### config.mk
export PLATFORM = sky130hd
export DESIGN_NAME = led_action_priority_sequencer
export DESIGN_NICKNAME = d
export VERILOG_FILES = /design/src/hw/rtl/laps_pkg.sv /design/src/hw/rtl/laps_queue.sv /design/src/hw/rtl/led_action_priority_sequencer.sv
export SDC_FILE = /design/constraint.sdc
export NUM_CORES = 1
export LEC_CHECK = 0
export BUFFER_PORTS_ARGS = -buffer_cell sky130_fd_sc_hd__buf_2
export CORE_MARGIN = 1.5
export CORE_UTILIZATION = 45
export DETAILED_ROUTE_END_ITERATION = 8
export PLACE_DENSITY = 0.67
export SYNTH_ARGS = -nofsm -noshare
export SYNTH_HDL_FRONTEND = slang
export SYNTH_HIERARCHICAL = 1
export SYNTH_SLANG_ARGS = --single-unit
### constraint.sdc
create_clock -name i_clk -period 15.01 [get_ports i_clk]
set_input_delay 4.503 -clock i_clk [delete_from_list [all_inputs] [get_ports i_clk]]
set_output_delay 4.503 -clock i_clk [all_outputs]
set_load 0.01 [all_outputs]
### src/hw/rtl/laps_pkg.sv
// ----------------------------------------------------------------------------
// laps_pkg
// Shared types and codes for the LED action priority sequencer.
// ----------------------------------------------------------------------------
package laps_pkg;

    // Operation codes
    localparam logic [2:0] OP_SUBMIT = 3'd0;
    localparam logic [2:0] OP_OVERRIDE = 3'd1;
    localparam logic [2:0] OP_LAMP = 3'd2;
    localparam logic [2:0] OP_RESET_LOCAL = 3'd3;
    localparam logic [2:0] OP_TICK = 3'd4;

    // Effect codes
    localparam logic [2:0] FX_OFF = 3'd0;
    localparam logic [2:0] FX_ON = 3'd1;
    localparam logic [2:0] FX_INACTIVE = 3'd5;

    // Priority levels
    localparam logic [1:0] LVL_LAMP = 2'd0;
    localparam logic [1:0] LVL_OVERRIDE = 2'd1;
    localparam logic [1:0] LVL_LOCAL = 2'd2;

    // Appearance of one action
    typedef struct packed {
        logic [2:0]  effect;
        logic [7:0]  intensity;
        logic [15:0] period;
        logic [15:0] time_on;
    } t_look;

    // Commands from the sequencer to the queue
    typedef struct packed {
        logic push;
        logic pop;
        logic clear;
    } t_queue_cmd;

    // Queue status back to the sequencer
    typedef struct packed {
        logic full;
        logic empty;
    } t_queue_stat;

endpackage

### src/hw/rtl/laps_queue.sv
// ----------------------------------------------------------------------------
// laps_queue
// Circular queue of local actions in a single-port-read memory.
// ----------------------------------------------------------------------------
module laps_queue #(
    parameter int QUEUE_DEPTH = 8,
    parameter int TIME_WIDTH = 32
) (
    input  logic                     i_clk,
    input  logic                     i_rst_n,
    input  laps_pkg::t_queue_cmd     i_cmd,
    input  laps_pkg::t_look          i_wr_look,
    input  logic [TIME_WIDTH-1:0]    i_wr_time,
    output laps_pkg::t_queue_stat    o_stat,
    output laps_pkg::t_look          o_rd_look,
    output logic [TIME_WIDTH-1:0]    o_rd_time
);
    import laps_pkg::*;

    localparam int IDX_W = (QUEUE_DEPTH > 1) ? $clog2(QUEUE_DEPTH) : 1;
    localparam int CNT_W = $clog2(QUEUE_DEPTH + 1);
    localparam int SUM_W = CNT_W + 1;

    t_look               r_look_mem [QUEUE_DEPTH];
    logic [TIME_WIDTH-1:0] r_time_mem [QUEUE_DEPTH];
    logic [IDX_W-1:0]    r_head;
    logic [CNT_W-1:0]    r_count;
    logic [IDX_W-1:0]    w_tail;
    logic [IDX_W-1:0]    w_head_inc;
    logic [SUM_W-1:0]    w_sum;

    // Locate the tail slot, wrapping past the end
    always_comb begin
        w_sum = SUM_W'(r_head) + SUM_W'(r_count);
        if (w_sum >= SUM_W'(QUEUE_DEPTH)) begin
            w_sum = w_sum - SUM_W'(QUEUE_DEPTH);
        end
        w_tail = w_sum[IDX_W-1:0];
        if (r_head == IDX_W'(QUEUE_DEPTH - 1)) begin
            w_head_inc = '0;
        end else begin
            w_head_inc = r_head + 1'b1;
        end
    end

    assign o_stat.full = (r_count == CNT_W'(QUEUE_DEPTH));
    assign o_stat.empty = (r_count == '0);

    // Write at the tail, read at the head
    always_ff @(posedge i_clk) begin
        if (i_cmd.push) begin
            r_look_mem[w_tail] <= i_wr_look;
            r_time_mem[w_tail] <= i_wr_time;
        end
        if (i_cmd.pop) begin
            o_rd_look <= r_look_mem[r_head];
            o_rd_time <= r_time_mem[r_head];
        end
    end

    // Track head and fill level
    always_ff @(posedge i_clk) begin
        if (!i_rst_n) begin
            r_head <= '0;
            r_count <= '0;
        end else begin
            priority if (i_cmd.clear) begin
                r_head <= '0;
                r_count <= '0;
            end else if (i_cmd.push) begin
                r_count <= r_count + 1'b1;
            end else if (i_cmd.pop) begin
                r_head <= w_head_inc;
                r_count <= r_count - 1'b1;
            end
        end
    end

endmodule

### src/hw/rtl/led_action_priority_sequencer.sv
// ----------------------------------------------------------------------------
// led_action_priority_sequencer
// Three-level LED action arbiter: lamp test, override, queued local actions.
// ----------------------------------------------------------------------------
// Each item is one command (submit, override, lamp test, reset local, tick)
// and yields one result with the winning effect, its level and the ticks
// left. Items run one at a time. An override, lamp test, reset local or
// unused op goes from ST_EXEC straight to ST_RESULT; a submit pushes in
// ST_EXEC and then takes queued actions while the local hold is spent,
// through ST_POP_CHECK and ST_POP_LOAD (a submit to a full queue goes
// straight to ST_RESULT); a tick steps ST_DEC_LAMP and ST_DEC_LOCAL first.
// The steps follow from the single decrement/zero unit shared by both
// counters and from the one read port of the queue memory, whose read data
// is registered. A stalled result waits in ST_RESULT. Submits to a full
// queue are flagged in dropped and change nothing.
module led_action_priority_sequencer #(
    parameter int QUEUE_DEPTH = 8,
    parameter int TIME_WIDTH = 32
) (
    input  logic        i_clk,
    input  logic        i_rst_n,
    input  logic        i_valid,
    output logic        o_stall,
    input  logic [2:0]  i_op,
    input  logic [2:0]  i_effect,
    input  logic [31:0] i_duration,
    input  logic [7:0]  i_intensity,
    input  logic [15:0] i_period,
    input  logic [15:0] i_time_on,
    output logic        o_valid,
    input  logic        i_stall,
    output logic [2:0]  o_out_effect,
    output logic [7:0]  o_out_intensity,
    output logic [15:0] o_out_period,
    output logic [15:0] o_out_time_on,
    output logic [1:0]  o_level,
    output logic [31:0] o_remaining,
    output logic        o_dropped
);
    import laps_pkg::*;

    typedef enum logic [2:0] {
        ST_IDLE,
        ST_EXEC,
        ST_DEC_LAMP,
        ST_DEC_LOCAL,
        ST_POP_CHECK,
        ST_POP_LOAD,
        ST_RESULT
    } t_state;

    t_state                r_state;
    logic [2:0]            r_op;
    t_look                 r_in_look;
    logic [TIME_WIDTH-1:0] r_in_time;
    t_look                 r_local;
    logic [TIME_WIDTH-1:0] r_local_left;
    t_look                 r_override;
    logic [TIME_WIDTH-1:0] r_lamp_left;
    logic                  r_dropped;
    logic                  r_o_valid;

    t_look                 w_norm_look;
    t_queue_cmd            w_cmd;
    t_queue_stat           w_stat;
    t_look                 w_rd_look;
    logic [TIME_WIDTH-1:0] w_rd_time;
    logic [TIME_WIDTH-1:0] w_dec_arg;
    logic [TIME_WIDTH-1:0] w_dec_res;
    logic                  w_dec_zero;
    logic                  w_out_free;

    // Normalize the incoming appearance; effect codes above FX_INACTIVE count as inactive
    always_comb begin
        w_norm_look.effect = (i_effect > FX_INACTIVE) ? FX_INACTIVE : i_effect;
        w_norm_look.intensity = i_intensity;
        w_norm_look.period = i_period;
        w_norm_look.time_on = i_time_on;
    end

    // Shared decrement and zero-detect unit
    assign w_dec_arg = (r_state == ST_DEC_LAMP) ? r_lamp_left : r_local_left;
    assign w_dec_zero = (w_dec_arg == '0);
    assign w_dec_res = w_dec_zero ? w_dec_arg : (w_dec_arg - 1'b1);

    // Drive queue commands from the sequencer
    always_comb begin
        w_cmd.push = (r_state == ST_EXEC) && (r_op == OP_SUBMIT) && !w_stat.full;
        w_cmd.clear = (r_state == ST_EXEC) && (r_op == OP_RESET_LOCAL);
        w_cmd.pop = (r_state == ST_POP_CHECK) && w_dec_zero && !w_stat.empty;
    end

    laps_queue #(
        .QUEUE_DEPTH(QUEUE_DEPTH),
        .TIME_WIDTH (TIME_WIDTH)
    ) u_queue (
        .i_clk    (i_clk),
        .i_rst_n  (i_rst_n),
        .i_cmd    (w_cmd),
        .i_wr_look(r_in_look),
        .i_wr_time(r_in_time),
        .o_stat   (w_stat),
        .o_rd_look(w_rd_look),
        .o_rd_time(w_rd_time)
    );

    assign w_out_free = !r_o_valid || !i_stall;
    assign o_stall = (r_state != ST_IDLE);
    assign o_valid = r_o_valid;

    // Sequencer, action state and result register
    always_ff @(posedge i_clk) begin
        if (!i_rst_n) begin
            r_state <= ST_IDLE;
            r_o_valid <= 1'b0;
            r_local <= '{effect: FX_OFF, intensity: '0, period: '0, time_on: '0};
            r_local_left <= '0;
            r_override <= '{effect: FX_INACTIVE, intensity: '0, period: '0,
                            time_on: '0};
            r_lamp_left <= '0;
            r_dropped <= 1'b0;
        end else begin
            // Drop the taken result unless a new one replaces it this cycle
            if (r_o_valid && !i_stall && (r_state != ST_RESULT)) begin
                r_o_valid <= 1'b0;
            end
            unique case (r_state)
                ST_IDLE: begin
                    if (i_valid) begin
                        r_op <= i_op;
                        r_in_look <= w_norm_look;
                        r_in_time <= TIME_WIDTH'(i_duration);
                        r_dropped <= 1'b0;
                        r_state <= ST_EXEC;
                    end
                end
                ST_EXEC: begin
                    r_state <= ST_RESULT;
                    unique case (r_op)
                        OP_SUBMIT: begin
                            if (w_stat.full) begin
                                r_dropped <= 1'b1;
                            end else begin
                                r_state <= ST_POP_CHECK;
                            end
                        end
                        OP_OVERRIDE: r_override <= r_in_look;
                        OP_LAMP: r_lamp_left <= r_in_time;
                        OP_RESET_LOCAL: r_local_left <= '0;
                        OP_TICK: r_state <= ST_DEC_LAMP;
                        default: ;
                    endcase
                end
                ST_DEC_LAMP: begin
                    r_lamp_left <= w_dec_res;
                    r_state <= ST_DEC_LOCAL;
                end
                ST_DEC_LOCAL: begin
                    r_local_left <= w_dec_res;
                    r_state <= ST_POP_CHECK;
                end
                ST_POP_CHECK: begin
                    // Take the head entry while the hold is spent
                    if (w_cmd.pop) begin
                        r_state <= ST_POP_LOAD;
                    end else begin
                        r_state <= ST_RESULT;
                    end
                end
                ST_POP_LOAD: begin
                    r_local <= w_rd_look;
                    r_local_left <= w_rd_time;
                    r_state <= ST_POP_CHECK;
                end
                ST_RESULT: begin
                    // Pick the winner and hand it out when the slot frees
                    if (w_out_free) begin
                        r_o_valid <= 1'b1;
                        o_dropped <= r_dropped;
                        priority if (r_lamp_left != '0) begin
                            o_out_effect <= FX_ON;
                            o_out_intensity <= '0;
                            o_out_period <= '0;
                            o_out_time_on <= '0;
                            o_level <= LVL_LAMP;
                            o_remaining <= 32'(r_lamp_left);
                        end else if (r_override.effect != FX_INACTIVE) begin
                            o_out_effect <= r_override.effect;
                            o_out_intensity <= r_override.intensity;
                            o_out_period <= r_override.period;
                            o_out_time_on <= r_override.time_on;
                            o_level <= LVL_OVERRIDE;
                            o_remaining <= '1;
                        end else begin
                            o_out_effect <= r_local.effect;
                            o_out_intensity <= r_local.intensity;
                            o_out_period <= r_local.period;
                            o_out_time_on <= r_local.time_on;
                            o_level <= LVL_LOCAL;
                            o_remaining <= 32'(r_local_left);
                        end
                        r_state <= ST_IDLE;
                    end
                end
                default: r_state <= ST_IDLE;
            endcase
        end
    end

endmodule
Yosys cells after proc, flatten, opt, wreduce, memory -nomap -nowiden
Memories as Yosys holds them, arrays and structs flattened. A register that Yosys moved wholly into a read port is not among the register bits.
Cells that the tools add are included.

word-level totals
  logic and storage cells = 124
  output and inout port bits = 80
  register bits = 318
  memories = 2
  input port bits = 82
  RAM bits = 600

cells by class
  $add $sub $neg = 6
  eq/ne operators = 20
  bitwise gates (word level) = 2
  reduce and logical (&&, ||, !) cells = 32
  magnitude comparators = 2
  multiplexer cells = 32

memories
  memory              words  width  rd ports  clocked after Yosys merged registers in  wr ports  line              source
  u_queue.r_look_mem  8      43     1         1                                        1         laps_queue.sv:24  t_look r_look_mem [QUEUE_DEPTH];
  u_queue.r_time_mem  8      32     1         1                                        1         laps_queue.sv:25  logic [TIME_WIDTH-1:0] r_time_mem [QUEUE_DEPTH];

operators by type and width
  kind                   count
  $mux 32                6
  $pmux 32 s3            1
  $pmux 32 s2            1
  $logic_not 32->1       1
  $mux 16                2
  $reduce_bool 32->1     1
  $sub 32x1->32 const B  1
  $pmux 3 s6             1
  $eq 3x3->1 const B     5
  $mux 3                 5
  $eq 3x2->1 const B     4
  $reduce_and 2->1       5
  $mux 1                 8
  $mux 4                 2
  $mux 8                 1
  $ne 2x2->1 const B     4
  $logic_and 1x1->1      7
  $eq 3x1->1 const B     2
  $logic_not 3->1        2
  $mux 2                 3
  $ne 3x3->1 const B     2
  $pmux 3 s2             1
  $reduce_and 3->1       2
  $reduce_bool 2->1      3
  17 further kinds       24

Depth between registers and ports, before layout
Gate-level depths: netlist of run 1.

  word-level depth = 7
  depth in mapped cells = 12
  gate-level depth less buffers = 8

Hierarchy
The synthesis of run 1 kept the hierarchy.

by module, submodules not included
  module                         times used  area an instance (um2)  cells an instance  sequential area each (um2)
  laps_queue                     1           25,304.3                1,009              20,409.6
  led_action_priority_sequencer  1           13,095.1                1,344              7,787.5

Worst setup path after synthesis of run 1
OpenSTA, ideal clock, no wires.

  kind = reg-to-reg
  start point = register r_local_left[12]
  end point = register u_queue.r_count[0]
  period minus slack after synthesis = 10.355 ns
  path slack = 4.655 ns
  path buffers = 3
  data arrival time = 10.290 ns
  cell stages (with the launch flop) = 12
  required time = 14.945 ns
  path through = dfxtp_1 -> or4_4 -> nand2b_1 -> o21ai_2 -> buf_6 -> nand4_2 -> buf_2 -> buf_4 -> nor4_1 -> nor2_1 -> xor2_1 -> nor2_1

RTL lines
  item                    line                                  source
  start, declared         led_action_priority_sequencer.sv:57   logic [TIME_WIDTH-1:0] r_local_left;
  start signal, assigned  led_action_priority_sequencer.sv:159  r_local_left <= w_dec_res;
  start signal, assigned  led_action_priority_sequencer.sv:172  r_local_left <= w_rd_time;
  end signal, assigned    laps_queue.sv:71                      r_count <= r_count + 1'b1;
  end signal, assigned    laps_queue.sv:74                      r_count <= r_count - 1'b1;
  end, declared           laps_queue.sv:27                      logic [CNT_W-1:0] r_count;

Worst setup path after layout of run 1
  start point = register r_state[0]
  end point = output o_stall

between the ends
  word-level cells in the longest chain between the ends = 1

RTL lines
  item                    line                                  source
  start, declared         led_action_priority_sequencer.sv:52   t_state r_state;
  start signal, assigned  led_action_priority_sequencer.sv:114  r_state <= ST_IDLE;
  start signal, assigned  led_action_priority_sequencer.sv:134  r_state <= ST_EXEC;
  start signal, assigned  led_action_priority_sequencer.sv:138  r_state <= ST_RESULT;
  $reduce_bool 3->1       led_action_priority_sequencer.sv:108  assign o_stall = (r_state != ST_IDLE);
  end, declared           led_action_priority_sequencer.sv:23   output logic o_stall,

No other way between the ends.

==> results of run 1 <==
[through the flow]
stage           util  area, um2  setup WS, ps
6_report       0.521      43800          8400
2_1_floorplan      -      38400          4660
5_1_grt        0.521      43800          8300
3_3_place_gp   0.481      40400          8060
4_1_cts        0.521      43800          8430
3_5_place_dp   0.481      40400          8000
[synth_stat cells, types with 16 or more instances]
| master | n |
|---|---|
| edfxtp_1 | 831 |
| nand2_1 | 326 |
| a21oi_1 | 178 |
| dfxtp_1 | 162 |
| mux4_2 | 150 |
| nor2_1 | 99 |
| clkbuf_1 | 98 |
| mux2_2 | 77 |
| o21ai_0 | 42 |
| o21bai_1 | 30 |
| a22oi_1 | 20 |
| a31oi_1 | 20 |
| nor3_1 | 20 |
| buf_2 | 19 |
| nor4_1 | 19 |
| nand3_1 | 16 |
[registers in the layout (all words and copies together) (netlist names), 4 cells and up]
register	cells
o_out_intensity	8
o_out_period	16
o_out_time_on	16
o_remaining	32
r_in_look	43
r_in_time	32
r_lamp_left	32
r_local	43
r_local_left	32
r_override	43
u_queue/o_rd_look	43
u_queue/o_rd_time	32
u_queue/r_count	4
u_queue/r_look_mem	344
u_queue/r_time_mem	256
[cells in the final DEF (no fill, tap or decap), drive strengths merged, types with 17 or more instances in the layout]
cell type and n:
mux2 78, edfxtp 831, clkbuf 128, o21ai 46
dfxtp 162, nand2 326, a31oi 21, mux4 150
nor2 99, a21oi 179, nand3 17, a22oi 20
inv 17, nor3 23, nor4 20, buf 201
o21bai 30, clkinv 36
[worst reg2reg max path, cell delays in order (launching register included)]
cell and delay, ps:
dfxtp_1 620, or3b_2 210, buf_4 530, nand2_1 180, o21ai_2 600, nand4_2 840, nor4_2 540, buf_4 540
buf_4 730
[final timing paths]
check	endpoint	slack, ps	depth (start not counted)
hold reg to reg	r_override[2]$_SDFFE_PN0P_	460	2
hold / removal	r_override[2]$_SDFFE_PN0P_	460	2
setup / recovery	o_stall	8400	3
setup reg to reg	u_queue/o_rd_time[10]$_DFFE_PP_	9780	8
[cell families (layout without fill, tap and decap cells)]
logic type,after synthesis,after routing
buf+inv,152,399
mux,243,243
compound gates,380,380
flops,993,993
simple gates,569,569
xor+xnor,9,9
fa+ha+maj,7,7
[metal layers]
layer  wire length, um  up-vias  track usage
li1                  -     9436            -
met1             37100    11142        0.292
met2             45500     1067        0.356
met3              8120      172       0.0356
met4              2350        2       0.0683
met5                13        -            0
[cell type report]
cell class,count,area (um2),area share
Timing Repair Buffer,201,1120,0.0256
Tap cell,1134,1420,0.0324
Sequential cell,993,28200,0.644
Clock buffer,128,2680,0.0611
Clock inverter,56,682,0.0156
Inverter,14,55.1,0.00126
Multi-Input combinational cell,1208,9620,0.220
[power breakdown]
| part | switching (mW) | internal (mW) |
|---|---|---|
| logic | 0.475 | 0.171 |
| clock network | 1.04 | 1.49 |
| registers | 0.0703 | 3.05 |
| total | 1.58 | 4.70 |
==> out/qor.log, run 1 <==
INFO  floorplan      floorplan.initialDensity=0.457
INFO  clocking       cts-hold-fix-buffers=0
INFO  synthesis      synth_async_sr_flop_share=0
INFO  final_layout   stdcell_count=3734
INFO  clocking       cts-resized-gates=0
INFO  global_routing initial_antenna_violation_count=5
INFO  floorplan      core-area=84100um2
INFO  sta            timing.final.setup_violations=0
INFO  detailed_routing drt_wl_total=93.1mm
INFO  worst_setup_path critPathLaunch=r_state[0]$_SDFFE_PN0P_
INFO  synthesis      dominant_combinational_cell_family_by_area_after_synthesis=multiplexers
INFO  final_layout   finalNetCount=2605
INFO  clocking       cts_tree=done
INFO  floorplan      std_cell_rows=106
INFO  worst_setup_path timing.critical_path.slowest_cell_delay=740ps
INFO  worst_setup_path endpoint_kind=output port
INFO  sta            fmaxAchievable=151MHz
INFO  status         run_status=finished clean
INFO  power          cellPowerDensity=144nW/um2
INFO  global_routing grt_max_degree=112
INFO  worst_setup_path critPathRequiredTime=10510ps
INFO  placement      buffer_ports.inserted=161
INFO  synthesis      synth.net_count=2442
INFO  synthesis      largest_area_contributor_in_the_synthesized_netlist=edfxtp_1
INFO  hold_path      min-delay-start=r_override[2]$_SDFFE_PN0P_
INFO  worst_setup_path critPathLaunchType=flop
INFO  worst_setup_path timing.critical_path.arrival=2110ps
INFO  sta            period_minus_slack=6610ps
INFO  placement      total_half_perimeter_wirelength_after_legalization_and_detailed_placement=52.1mm
INFO  synthesis      post_synth_main_area_contributors=edfxtp_1, mux4_2, dfxtp_1
INFO  clocking       clock_latency=670ps
INFO  synthesis      yosys_warnings=6
INFO  worst_setup_path critPathKind=reg2out
INFO  power          worst_ir_drop_vdd=0.129mV
INFO  detailed_routing postRouteAntennaNets=0
INFO  sta            tightestPinTransition=1210ps
INFO  detailed_routing remaining_drc_errors=0
INFO  power          p_leak=13.7nW
INFO  clocking       postCtsSetupRepairBufs=0
INFO  synthesis      synthFlopType=edfxtp_1
INFO  clocking       clock-sinks=993
INFO  synthesis      seq_area_frac_synth=0.734
INFO  placement      finalWeightedCongestion=0.888
INFO  synthesis      synth_xor_xnor_area_share=0.00280
INFO  global_routing grtUsageTotal=0.215
INFO  clocking       max-clock-path-buffers=3
INFO  final_layout   antennaDiodeCount=0
INFO  synthesis      post_synth_fa_ha_maj_area_fraction=0.00267
INFO  detailed_routing drt-pass1-iter-count=6
INFO  synthesis      synthDominantCellAreaShare=0.650
INFO  sta            finClkSkew=38.2ps
INFO  synthesis      synth.ff_latch_count=993
INFO  synthesis      netlist_instances=2353
INFO  floorplan      dieArea=87100um2
INFO  floorplan      die-height=295um
INFO  worst_setup_path worst_r2r_startpoint=r_state[2]$_SDFFE_PN0P_
INFO  synthesis      synthesis.area=38400um2
INFO  detailed_routing wire_per_inst=24.9um
INFO  clocking       root_buffer=clkbuf_16
INFO  synthesis      synthesis.area_per_instance=16.3um2
INFO  global_routing grt_pass1_wl=139mm
INFO  clocking       tritoncts.num_buffers=98
INFO  sta            hold-worst-slack=455ps
INFO  worst_setup_path critical_path.cell_chain=nor3_1 -> inv_1 -> buf_2
INFO  final_layout   fillCellCount=6759
INFO  synthesis      ys_types=82
INFO  sta            timing.final.max_slew_violations=0
INFO  worst_setup_path critical_path_peak_fanout=12
INFO  sta            hold_violation_count_in_the_final_report=0
INFO  floorplan      chipWidth=295um
INFO  sta            totalNegativeSetupSlack=0ps
INFO  global_routing via_count_of_the_first_global_routing_pass=22184
INFO  sta            post-route-period-util=0.440
INFO  clocking       path_clk_slew=60ps
INFO  final_layout   area_growth_syn_to_layout=14.0%
INFO  floorplan      ios=162
INFO  synthesis      synth_compound_gate_area_share=0.0608
INFO  synthesis      synth_enable_flop_cells=831
INFO  worst_setup_path cp_top_family=simple AND/OR/NAND/NOR gates
INFO  worst_setup_path critical_path_buffers_and_inverters=2
INFO  job            maxCapViolCount=0
INFO  detailed_routing route.detailed.vias_per_inst=5.84
INFO  detailed_routing route.vias.total=21819
INFO  global_routing grt_remaining_overflow=0
INFO  hold_path      class_of_the_tightest_hold_or_removal_check=reg2reg
INFO  detailed_routing drt_first_iter_violations=2356
INFO  sta            maxSlewHeadroom=0.192
INFO  worst_setup_path crit_path_top_delay_cell=nor3_1
INFO  synthesis      synth.mux.area_fraction=0.115
INFO  final_layout   post_route_cells_drive_above_1_share=0.236
INFO  power          power.total=6.29mW
INFO  synthesis      synth_simple_gate_area_frac=0.0668
INFO  clocking       htree_num_levels=3
INFO  placement      place.detailed.instances=3550
INFO  sta            grt_setup_unrepaired=false
No activity file was read; power rests on OpenSTA's default activity.
==> run 2: changes to the inputs <==
ABC_AREA = 1   (was not set)
clock period = 6.2 ns   (was 15.01 ns; I/O delays follow)
==> out/qor.log, run 2 <==
INFO  status         run_status=finished clean
INFO  global_routing grtUsageTotal=0.217 [+0.00196]
INFO  worst_setup_path critical_path.cell_chain=nor2_4 -> nand2_1 -> buf_2
INFO  synthesis      netlist_instances=3424 [+46%]
INFO  sta            grt_setup_unrepaired=false
INFO  sta            timing.final.max_slew_violations=0 [unchanged]
INFO  placement      place_area=41100um2 [+1.7%]
INFO  placement      place.detailed.instances=4581 [+29%]
INFO  global_routing grt_pass1_wl=149mm [+7.1%]
INFO  worst_setup_path worst_r2r_startpoint=r_state[2]$_SDFFE_PN0P_
INFO  power          power.total=18.7mW [+200%]
INFO  sta            tightestPinTransition=1290ps [+73.5 ps]
INFO  placement      total_half_perimeter_wirelength_after_legalization_and_detailed_placement=56.0mm [+7.6%]
INFO  final_layout   biggestRegsByFlops=u_queue/r_look_mem x344, u_queue/r_time_mem x256
INFO  final_layout   finalNetCount=3613 [+39%]
INFO  global_routing initial_antenna_violation_count=4 [-1]
INFO  detailed_routing remaining_drc_errors=0 [unchanged]
INFO  synthesis      seq_area_frac_synth=0.717 [-0.0178]
INFO  final_layout   largest_reg_flops=344 [unchanged]
INFO  job            maxCapViolCount=0 [unchanged]
INFO  sta            timing.final.setup_violations=0 [unchanged]
INFO  worst_setup_path crit_path_top_delay_cell=nor2_4
INFO  placement      worst_slack_after_detailed_placement=2250ps [-5750 ps]
INFO  final_layout   post_route_cells_drive_above_1_share=0.111 [-0.125]
INFO  synthesis      most_used_standard_cells_in_the_synthesized_netlist=edfxtp_1, nor2_1, nand2_1
INFO  worst_setup_path endpoint_of_the_lowest_slack_register_to_register_path=u_queue/r_count[3]$_SDFFE_PP0P_
INFO  floorplan      floorplan.initialDensity=0.454 [-0.00307]
INFO  worst_setup_path worst-r2r-cell-count=15 [+7]
INFO  hold_path      timing.hold.worst_path_depth=2 [unchanged]
INFO  worst_setup_path critPathLaunchType=flop
INFO  clocking       clock-sinks=993 [unchanged]
INFO  final_layout   stdcell_count=4761 [+28%]
INFO  clocking       cts-resized-gates=0 [unchanged]
INFO  floorplan      dieArea=89200um2 [+2.5%]
INFO  sta            totalNegativeSetupSlack=0ps [unchanged]
INFO  synthesis      synthDominantCellAreaShare=0.634 [-0.0157]
INFO  sta            fmaxAchievable=237MHz
INFO  detailed_routing wire_per_inst=20.6um [-17%]
INFO  worst_setup_path critPathRequiredTime=4340ps [-6170 ps]
INFO  final_layout   most-common-layout-cells=edfxtp_1, nor2_1, nand2_1
INFO  floorplan      core-area=86800um2 [+3.2%]
INFO  floorplan      ios=162 [unchanged]
INFO  synthesis      synth.mux.area_fraction=0 [-0.115]
INFO  placement      finalWeightedCongestion=0.954 [+7.5%]
INFO  synthesis      largest_area_contributor_in_the_synthesized_netlist=edfxtp_1
INFO  synthesis      yosys_warnings=6 [unchanged]
INFO  detailed_routing drt-pass1-iter-count=7 [+1]
INFO  synthesis      synthesis.area=39400um2 [+2.5%]
INFO  clocking       clock_latency=670ps [about the same]
INFO  clocking       path_clk_slew=60ps [about the same]
INFO  floorplan      chipWidth=299um [+1.2%]
INFO  clocking       htree_num_levels=3 [unchanged]
INFO  hold_path      hold-path-endpoint=r_local[39]$_SDFFE_PN0N_
INFO  synthesis      synth_compound_gate_area_share=0.118 [+0.0574]
INFO  synthesis      synth.net_count=3513 [+44%]
INFO  floorplan      die-height=299um [+1.2%]
INFO  worst_setup_path regToRegSetupSlack=2160ps [-7620 ps]
INFO  worst_setup_path critical_path_buffers_and_inverters=1 [-1]
INFO  hold_path      class_of_the_tightest_hold_or_removal_check=reg2reg
INFO  final_layout   layout.cells.most_common=edfxtp_1
INFO  power          cellPowerDensity=421nW/um2 [+190%]
INFO  worst_setup_path critPathKind=reg2out
INFO  synthesis      synth_enable_flop_cells=831 [unchanged]
INFO  hold_path      min-delay-start=r_local[39]$_SDFFE_PN0N_
INFO  worst_setup_path critical_path_peak_fanout=40 [+28]
INFO  clocking       tritoncts.num_buffers=96 [-2.0%]
INFO  synthesis      post_synth_fa_ha_maj_area_fraction=0.00261 [-0.0000646]
INFO  detailed_routing route.detailed.vias_per_inst=5.45 [-6.8%]
INFO  detailed_routing route.vias.total=25925 [+19%]
INFO  synthesis      synth.ff_latch_count=993 [unchanged]
INFO  worst_setup_path timing.critical_path.slowest_cell_delay=790ps [+50 ps]
INFO  sta            final.setup.worst_slack=1980ps [-6420 ps]
INFO  clocking       cts_tree=done
INFO  synthesis      synth_simple_gate_area_frac=0.109 [+0.0417]
INFO  global_routing grt_max_degree=149 [+33%]
INFO  sta            hold-worst-slack=447ps [-8.04 ps]
INFO  synthesis      synthFlopType=edfxtp_1
INFO  global_routing grt_remaining_overflow=0 [unchanged]
INFO  sta            period_minus_slack=4220ps
INFO  power          worst_ir_drop_vdd=0.496mV [+280%]
INFO  synthesis      synth_xor_xnor_area_share=0.00223 [-0.000577]
INFO  worst_setup_path timing.critical_path.arrival=2360ps [+250 ps]
INFO  placement      buffer_ports.inserted=161 [unchanged]
INFO  final_layout   regMostFlops=u_queue/r_look_mem
INFO  synthesis      synthesis.area_per_instance=11.5um2 [-30%]
INFO  synthesis      post_synth_main_area_contributors=edfxtp_1, dfxtp_1, o21ai_0
INFO  final_layout   finish.utilization=0.512 [-0.00906]
INFO  clocking       cts-hold-fix-buffers=0 [unchanged]
INFO  synthesis      ys_types=43 [-48%]
INFO  clocking       root_buffer=clkbuf_16
INFO  clocking       postCtsSetupRepairBufs=0 [unchanged]
INFO  final_layout   postLayoutCellArea=44400um2 [+1.4%]
INFO  final_layout   area_growth_syn_to_layout=12.8%
INFO  detailed_routing postRouteAntennaNets=0 [unchanged]
INFO  synthesis      synth_async_sr_flop_share=0 [unchanged]
INFO  synthesis      yosysMostFrequentCell=edfxtp_1
INFO  detailed_routing drt_first_iter_violations=2580 [+9.5%]
INFO  clocking       max-clock-path-buffers=3 [unchanged]
INFO  sta            post-route-period-util=0.681
INFO  detailed_routing drt_wl_total=98.3mm [+5.5%]
INFO  sta            finClkSkew=39.5ps [+1.34 ps]
INFO  worst_setup_path endpoint_kind=output port
INFO  worst_setup_path cp_top_family=simple AND/OR/NAND/NOR gates
INFO  global_routing via_count_of_the_first_global_routing_pass=24650 [+11%]
INFO  floorplan      std_cell_rows=108 [+1.9%]
INFO  sta            maxSlewHeadroom=0.141 [-0.0510]
INFO  synthesis      dominant_combinational_cell_family_by_area_after_synthesis=compound AO/OA/AOI/OAI gates
INFO  sta            hold_violation_count_in_the_final_report=0 [unchanged]
INFO  power          p_leak=15.9nW [+15%]
[run 2: power breakdown]
group	total (mW)	switching (mW)	internal [mW]
clock network	6.02	2.51	3.52
logic	4.45	3.21	1.24
registers	8.21	0.307	7.91
[run 2: final cells by class]
cell class                      instances  area [um2]
Clock buffer                          116        2570
Fill cell                            7486       42400
Antenna cell                            1        2.50
Inverter                              272        1030
Clock inverter                         63         707
Timing Repair Buffer                  205        1200
Multi-Input combinational cell       1956        9220
Tap cell                             1155        1450
Sequential cell                       993       28200
[run 2: how the worst max path moves through the flow]
stage                            startpoint                               to  cells after the start
floorplan                           i_rst_n           r_in_look[0]$_DFFE_PP_                      4
CTS                 r_state[2]$_SDFFE_PN0P_                          o_stall                      3
finish              r_state[2]$_SDFFE_PN0P_                          o_stall                      3
detailed placement  r_state[2]$_SDFFE_PN0P_  u_queue/r_count[3]$_SDFFE_PP0P_                     15
global route        r_state[2]$_SDFFE_PN0P_                          o_stall                      3
global placement    r_state[2]$_SDFFE_PN0P_  u_queue/r_count[3]$_SDFFE_PP0P_                     15
[run 2: cell families after synthesis]
| group | Yosys count |
|---|---|
| simple gates | 1068 |
| flops | 993 |
| compound gates | 871 |
| buf+inv | 475 |
| xor+xnor | 10 |
| fa+ha+maj | 7 |
[run 2: worst min-delay path, cell delays in order, from the launching register on]
cell     delay [ps]
dfxtp_1         300
inv_1            50
a21oi_1          50
[run 2: per-layer routing]
metal | share of wire | track usage | wire [um]
met5 | 0.00038 | 0 | 37
met4 | 0.029 | 0.0780 | 2860
met3 | 0.070 | 0.0331 | 6880
met2 | 0.48 | 0.352 | 46700
met1 | 0.43 | 0.298 | 41800
